### config.mk
export PLATFORM = sky130hd
export DESIGN_NAME = ile_cell
export DESIGN_NICKNAME = d
export VERILOG_FILES = /design/src/ile_pkg.sv /design/src/ile_cell.sv
export SDC_FILE = /design/constraint.sdc
export NUM_CORES = 1
export LEC_CHECK = 0
export BUFFER_PORTS_ARGS = -buffer_cell sky130_fd_sc_hd__clkbuf_2
export CORE_ASPECT_RATIO = 0.75
export CORE_MARGIN = 4
export CORE_UTILIZATION = 30
export DETAILED_ROUTE_END_ITERATION = 10
export HOLD_SLACK_MARGIN = 0.08
export MAX_ROUTING_LAYER = met4
export SYNTH_ARGS = -nofsm -noshare
export SYNTH_HDL_FRONTEND = slang
export SYNTH_SLANG_ARGS = --single-unit
export TNS_END_PERCENT = 20
### constraint.sdc
create_clock -name clk_i -period 2.5 [get_ports clk_i]
set_input_delay 0.125 -clock clk_i [delete_from_list [all_inputs] [get_ports clk_i]]
set_output_delay 0.125 -clock clk_i [all_outputs]
set_load 0.05 [all_outputs]
### src/ile_pkg.sv
// ----------------------------------------------------------------------------
// ile_pkg: shared types and constants of the indexed list engine
// Command and status codes, the per-cell operation code and the command
// beat that is broadcast along the row of storage cells.
// ----------------------------------------------------------------------------
`default_nettype none

package ile_pkg;

  // Width of one list entry.
  localparam int DataW = 32;

  // Number of cells folded into one register of the read-out tree.
  localparam int GrpSize = 32;

  // Command codes on the input channel.
  typedef enum logic [2:0] {
    CMD_APPEND = 3'd0,
    CMD_INSERT = 3'd1,
    CMD_REMOVE = 3'd2,
    CMD_SET    = 3'd3,
    CMD_GET    = 3'd4
  } cmd_e;

  // Status codes on the result channel.
  typedef enum logic [1:0] {
    ST_OK   = 2'd0,
    ST_BAD  = 2'd1,
    ST_FULL = 2'd2
  } status_e;

  // What every cell does with its entry.
  typedef enum logic [1:0] {
    CELL_HOLD   = 2'd0,
    CELL_INSERT = 2'd1,
    CELL_REMOVE = 2'd2,
    CELL_WRITE  = 2'd3
  } cell_op_e;

  // Command broadcast to all cells.
  typedef struct packed {
    logic                    load;   // a beat is taken this cycle
    logic                    rd;     // the beat reads the entry at the index
    cell_op_e                op;
    logic signed [DataW-1:0] value;
  } cell_cmd_t;

endpackage

`default_nettype wire

### src/ile_cell.sv
// ----------------------------------------------------------------------------
// ile_cell: one storage cell of the list
// Holds the entry at a fixed list position, takes the entry of its left or
// right neighbor when the list opens or closes, and offers its entry for a
// read when the broadcast index names its position.
// ----------------------------------------------------------------------------
`default_nettype none

module ile_cell #(
  parameter int Pos  = 0,
  parameter int CmpW = 8
) (
  input  wire                               clk_i,
  input  wire ile_pkg::cell_cmd_t           cmd_i,
  input  wire logic [CmpW-1:0]              idx_i,
  input  wire logic signed [ile_pkg::DataW-1:0] left_i,
  input  wire logic signed [ile_pkg::DataW-1:0] right_i,
  output logic signed [ile_pkg::DataW-1:0]  data_o,
  output logic signed [ile_pkg::DataW-1:0]  rd_o
);
  import ile_pkg::*;

  logic signed [DataW-1:0] data_q;
  logic signed [DataW-1:0] rd_q;
  logic                    hit;
  logic                    above;

  // Position of this cell against the broadcast index.
  assign hit   = (CmpW'(Pos) == idx_i);
  assign above = (CmpW'(Pos) >  idx_i);

  // Entry update: shift up on insert, shift down on remove, load on write.
  always_ff @(posedge clk_i) begin
    case (cmd_i.op)
      CELL_INSERT: begin
        if (above) begin
          data_q <= left_i;
        end else if (hit) begin
          data_q <= cmd_i.value;
        end
      end
      CELL_REMOVE: begin
        if (above || hit) begin
          data_q <= right_i;
        end
      end
      CELL_WRITE: begin
        if (hit) begin
          data_q <= cmd_i.value;
        end
      end
      default: begin
      end
    endcase
  end

  // Read-out register: the entry when this cell is read, zero otherwise.
  always_ff @(posedge clk_i) begin
    if (cmd_i.load) begin
      rd_q <= (cmd_i.rd && hit) ? data_q : '0;
    end
  end

  assign data_o = data_q;
  assign rd_o   = rd_q;

endmodule

`default_nettype wire

==> reports/summary.txt, run 1 <==
number of buffer and inverter instances along the worst setup path = 2
register bit total from synthesis = 64
Site Rows = 31
detailed-route via count = 2,606
Max-slew headroom = 39.2%
clock latency on the worst-skew pair = 0.32 ns
fmax = 0.626 GHz
setup repair bufs after CTS = 0
detailed router's first-iteration violation count = 196
antenna-violating nets left = 0
run status = completed
final period utilization = 63.9%
sort of element at the start of the critical path = input pin
cell depth of the worst hold path = 3
max-slew violation total from the final report = 0
sequential cell area fraction in the yosys report = 64.6%
endpoints failing setup = 0
post-detailed-placement half-perimeter wirelength = 6140 um
final estimated routing congestion in global placement = 0.722
detail-routed via count per cell = 4.95
Sum Neg Setup Slack = 0 ns
Crit-path slowest cell = or4_4
Total Routed Length = 8860 um
total power consumption of the routed design = 2.98 mW
# diodes = 0
area of all sequential standard cells = 0.00192 mm2
CTS buffer count = 9
synthesized instance count = 256
non-filler instance count after layout = 526
kind of cell adding the most delay to the critical path = simple AND/OR/NAND/NOR gates
worst-case hold path end point = data_o[27]
Die Height = 94.2 um
largest clock skew in the final design = 0.00400 ns
first drt pass iteration count = 4
Non-Filler Cell Area, Final = 0.00408 mm2
post-synthesis to final-layout area growth = 37.1%
final core utilization = 42.2%
clock input transition at the sequential cells of the worst setup and hold paths = 0.05 ns
capturing element type of the critical path = register
Avg WL per Cell = 16.8 um
Worst IR Drop VDD = 0.255 mV
path category of the worst min-delay check = in -> reg
drt drc = 0
CTS tree = built
syn_nets = 365
post-cts repair resize count = 0
die area = 0.0116 mm2
global route overflow = 0
Netlist Area Pre-Place = 0.00298 mm2
total placed cells including tap cells = 510
Data arrival, critical path = 1.60 ns
count of port buffers added during placement = 140
RSZ-0062 raised after global routing = no
count of warnings emitted by yosys = 0
die boundary width = 123 um
overall routing resource usage = 15.7%
Least-Margin Pin Slew = 0.912 ns
I/O pin count = 173
Reg2Reg Depth = 2
startpoint of the lowest-slack hold path = right_i[27]
pin count of the biggest net entering global routing = 35
starting density of the core = 30.8%
list of cells traversed by the critical path = clkbuf_2 -> or4_4 -> nor2_8 -> a21o_1 -> buf_4
highest net fanout along the worst path = 33
number of endpoints with negative hold slack in the final report = 0
share of final-layout standard cells stronger than drive strength 1 = 42.6%
Final min period = 1.60 ns
DP Area = 0.00378 mm2
number of antenna violations at the first check in global routing = 0
Static Leak = 1.79 nW
max-cap violations = 0
R2R setup slack = 1.58 ns
final-stage net count = 498
number of sinks handled by clock tree synthesis = 64
cell chosen for the clock root = clkbuf_16
power density over the cells = 730 mW/mm2
Post-CTS Hold Fix Bufs = 0
Fillers = 961
Placeable Area = 0.00966 mm2
Req. time, crit path = 2.50 ns
Worst Setup Path Type = in -> reg
r2r endpoint = data_o[16]
reg-to-reg critical path startpoint = data_o[16]
synthesized area per cell = 11.6 um2
number of global-route vias before repair = 2,658
multi-input logic area = 942 um2
global-route wire length before repair = 13,800 um
maximum clock path buffer count = 2
H-tree level count = 3
highest cell delay on the worst timing path = 0.77 ns
number of distinct standard cells referenced by the synthesized netlist = 16
cells in the final DEF (no fill, tap or decap), types with 7 or more instances in the layout:
master / Yosys / routed
nor2_1: 32 / 32
clkbuf_16: 0 / 9
o21ai_1: 30 / 30
edfxtp_1: 64 / 64
and3_1: 32 / 32
a31oi_1: 32 / 32
buf_4: 0 / 7
nand3_1: 32 / 32
clkbuf_2: 0 / 140
cells in the mapped netlist:
library cell	instances	area share [%]
edfxtp_1	64	65
a31oi_1	32	6.7
and3_1	32	6.7
nand3_1	32	5.4
nor2_1	32	4.0
o21ai_1	30	5.0
buf_2	12	2.0
clkbuf_1	9	1.1
buf_6	3	1.1
nor4_2	2	0.84
o21ai_0	2	0.34
or4_4	2	0.76
a21o_1	1	0.25
buf_1	1	0.13
nand2b_1	1	0.21
nor2_8	1	0.67
flip-flops by register name (all words and copies together) (netlist names):
name,cells
data_o,32
rd_o,32
tightest hold or removal path: stages:
cell	delay, ns
clkbuf_2	0.08
nor2_1	0.04
a31oi_1	0.12
stage by stage:
stage	hold WS (ns)	worst slack, ns
after floorplan	0.237	0.403
after global placement	0.477	0.602
after detailed placement	0.479	0.573
after CTS	0.143	0.902
after global routing	0.156	0.840
final	0.158	0.902
cell families (layout without fill, tap and decap cells):
logic type / after synthesis / after routing / share of synthesized area [%]
AOI/OAI and AO/OA: 65 / 65 / 12.4
buffers and inverters: 25 / 163 / 4.42
DFF: 64 / 64 / 64.6
and+or+nand+nor: 102 / 102 / 18.6
area by class of cell:
cell class | instances | share of cell area, %
Timing Repair Buffer | 147 | 18.5
Clock buffer | 10 | 5.61
Tap cell | 132 | 4.05
Multi-Input combinational cell | 167 | 23.1
Sequential cell | 64 | 47.1
Clock inverter | 6 | 1.69
worst max-delay path by stage:
stage | slack (ns) | endpoint | cells past startpoint | startpoint
final | 0.90 | data_o[13] | 5 | idx_i[0]
after global routing | 0.84 | data_o[13] | 5 | idx_i[0]
after CTS | 0.90 | data_o[13] | 5 | idx_i[0]
after detailed placement | 0.57 | data_o[6] | 5 | idx_i[0]
after global placement | 0.60 | data_o[5] | 5 | idx_i[0]
after floorplan | 0.40 | data_o[0] | 4 | idx_i[0]
layer usage:
layer | vias up | part of all wire [%] | wire length, um | global-route usage [%]
met3 | 2 | 7.4 | 653 | 4.33
met2 | 104 | 48 | 4240 | 25.1
li1 | 1259 | - | - | -
met5 | - | 0 | 0 | -
met1 | 1241 | 45 | 3950 | 20.0
met4 | 0 | 0.21 | 19 | 3.78
power by group:
part,leakage (nW),internal [mW],switching [mW]
Sequential,0.641,1.25,0.0343
Clock,0.143,0.777,0.464
Combinational,1.01,0.119,0.334
(Power assumes the default switching activity.)
==> run 2: changes to the inputs <==
==> constraint.sdc (replaced) <==
create_clock -name clk_i -period 1.4 [get_ports clk_i]
set_input_delay 0.07 -clock clk_i [delete_from_list [all_inputs] [get_ports clk_i]]
set_output_delay 0.07 -clock clk_i [all_outputs]
set_load 0.05 [all_outputs]
==> run 2 against run 1 <==
  * Sequential power grew 78%
  * Sequential share of layout area decreased by 2.7 points
  * Sequential cell count unchanged
  * Non-clock buffer count is 16 higher
  * Combinational power grew 90%
  * Wire length fell by 2.0%
  * Die area stayed put
  * Clock power rose by 110%
  * Highest routed layer unchanged
  * Final cell count rose by 3.0%
==> reports/summary.txt, run 2 (same netlist as run 1, synthesis figures left out) <==
run status = completed
Die Height = 94.2 um (unchanged)
total placed cells including tap cells = 526 (+3.1%)
clock input transition at the sequential cells of the worst setup and hold paths = 0.06 ns (about the same)
share of final-layout standard cells stronger than drive strength 1 = 45.1% (+2.5 points)
number of antenna violations at the first check in global routing = 0 (unchanged)
max-slew violation total from the final report = 0 (unchanged)
detailed-route via count = 2,667 (+2.3%)
Worst IR Drop VDD = 0.586 mV (+130%)
number of global-route vias before repair = 2,699 (+1.5%)
multi-input logic area = 950 um2 (+0.80%)
endpoints failing setup = 0 (unchanged)
H-tree level count = 3 (unchanged)
drt drc = 0 (unchanged)
clock latency on the worst-skew pair = 0.32 ns (about the same)
die boundary width = 123 um (unchanged)
post-detailed-placement half-perimeter wirelength = 6550 um (+6.8%)
capturing element type of the critical path = register
setup repair bufs after CTS = 0 (unchanged)
die area = 0.0116 mm2 (unchanged)
max-cap violations = 0 (unchanged)
Critical Path Source = idx_i[4]
cell chosen for the clock root = clkbuf_16
Total Routed Length = 8680 um (-2.0%)
total power consumption of the routed design = 5.72 mW (+92%)
fmax = 0.855 GHz
global-route wire length before repair = 13,800 um (-0.15%)
maximum clock path buffer count = 2 (unchanged)
Avg WL per Cell = 16.0 um (-4.9%)
pin count of the biggest net entering global routing = 35 (unchanged)
global route overflow = 0 (unchanged)
number of endpoints with negative hold slack in the final report = 0 (unchanged)
power density over the cells = 1320 mW/mm2 (+81%)
path category of the worst min-delay check = in -> reg
Site Rows = 31 (unchanged)
non-filler instance count after layout = 542 (+3.0%)
CTS tree = built
first drt pass iteration count = 4 (unchanged)
count of port buffers added during placement = 140 (unchanged)
sort of element at the start of the critical path = input pin
final period utilization = 83.6%
most used cells in the layout excluding fill and tap cells = clkbuf_2, edfxtp_1
final-stage net count = 514 (+3.2%)
final estimated routing congestion in global placement = 0.809 (+12%)
antenna-violating nets left = 0 (unchanged)
Req. time, crit path = 1.47 ns (-1.03 ns)
DP Area = 0.00399 mm2 (+5.4%)
post-cts repair resize count = 0 (unchanged)
post-synthesis to final-layout area growth = 45.5%
Final min period = 1.17 ns
reg-to-reg critical path startpoint = data_o[23]
most common cell after layout, fill and taps aside = clkbuf_2
I/O pin count = 173 (unchanged)
Worst Setup Path Type = in -> reg
number of sinks handled by clock tree synthesis = 64 (unchanged)
Min Hold Slack = 0.0958 ns (-0.0619 ns)
# diodes = 0 (unchanged)
Fillers = 930 (-3.2%)
area of all sequential standard cells = 0.00192 mm2 (unchanged)
highest net fanout along the worst path = 17 (-48%)
startpoint of the lowest-slack hold path = right_i[24]
Least-Margin Pin Slew = 0.573 ns (-0.340 ns)
CTS buffer count = 9 (unchanged)
Data arrival, critical path = 1.24 ns (-0.36 ns)
Static Leak = 1.91 nW (+6.9%)
Placeable Area = 0.00966 mm2 (unchanged)
RSZ-0062 raised after global routing = no
starting density of the core = 30.8% (unchanged)
Non-Filler Cell Area, Final = 0.00433 mm2 (+6.1%)
detail-routed via count per cell = 4.92 (-0.68%)
Post-CTS Hold Fix Bufs = 0 (unchanged)
largest clock skew in the final design = 0.00324 ns (-0.000760 ns)
overall routing resource usage = 15.8% (+0.052 points)
Max-slew headroom = 61.8% (+23 points)
detailed router's first-iteration violation count = 165 (-16%)
-- run 2: cell type report --
type | count | share of cell area, %
tap | 132 | 3.82
timing repair buffer | 163 | 21.9
multi-input combinational | 167 | 21.9
clock inverter | 7 | 2.75
clock buffer | 9 | 5.20
sequential | 64 | 44.4
-- run 2: where the power goes --
part / internal (mW) / total [mW] / leakage (nW) / switching, mW
logic: 0.258 / 0.861 / 1.11 / 0.604
clock network: 1.74 / 2.55 / 0.164 / 0.814
registers: 2.23 / 2.30 / 0.641 / 0.0661
total: 4.23 / 5.72 / 1.91 / 1.48
-- run 2: routing by layer --
metal / track usage (%) / wire, um
met1: 20.8 / 3720
met2: 24.3 / 3990
met3: 4.46 / 889
met4: 3.87 / 82
met5: - / 0
-- run 2: critical path: stages --
cell	delay [ns]
clkbuf_2	0.09
or4_4	0.58
buf_4	0.23
o21ai_0	0.16
a31oi_1	0.11
-- run 2: worst paths after layout --
kind,cells after the start,end,slack (ns)
worst max-delay path,5,data_o[23],0.23
worst min register to register,1,rd_o[0],0.61
worst min-delay path,3,data_o[24],0.1
worst max register to register,2,data_o[23],0.50
-- run 2: stage by stage --
stage	utilization, %	setup slack, ns	TNS [ns]
floorplan	-	-0.169	-5.40
finish	44.8	0.230	0
global route	44.8	0.163	0
detailed placement	41.3	-0.111	-6.15
global placement	41.3	-0.0895	-5.03
CTS	44.8	0.236	0
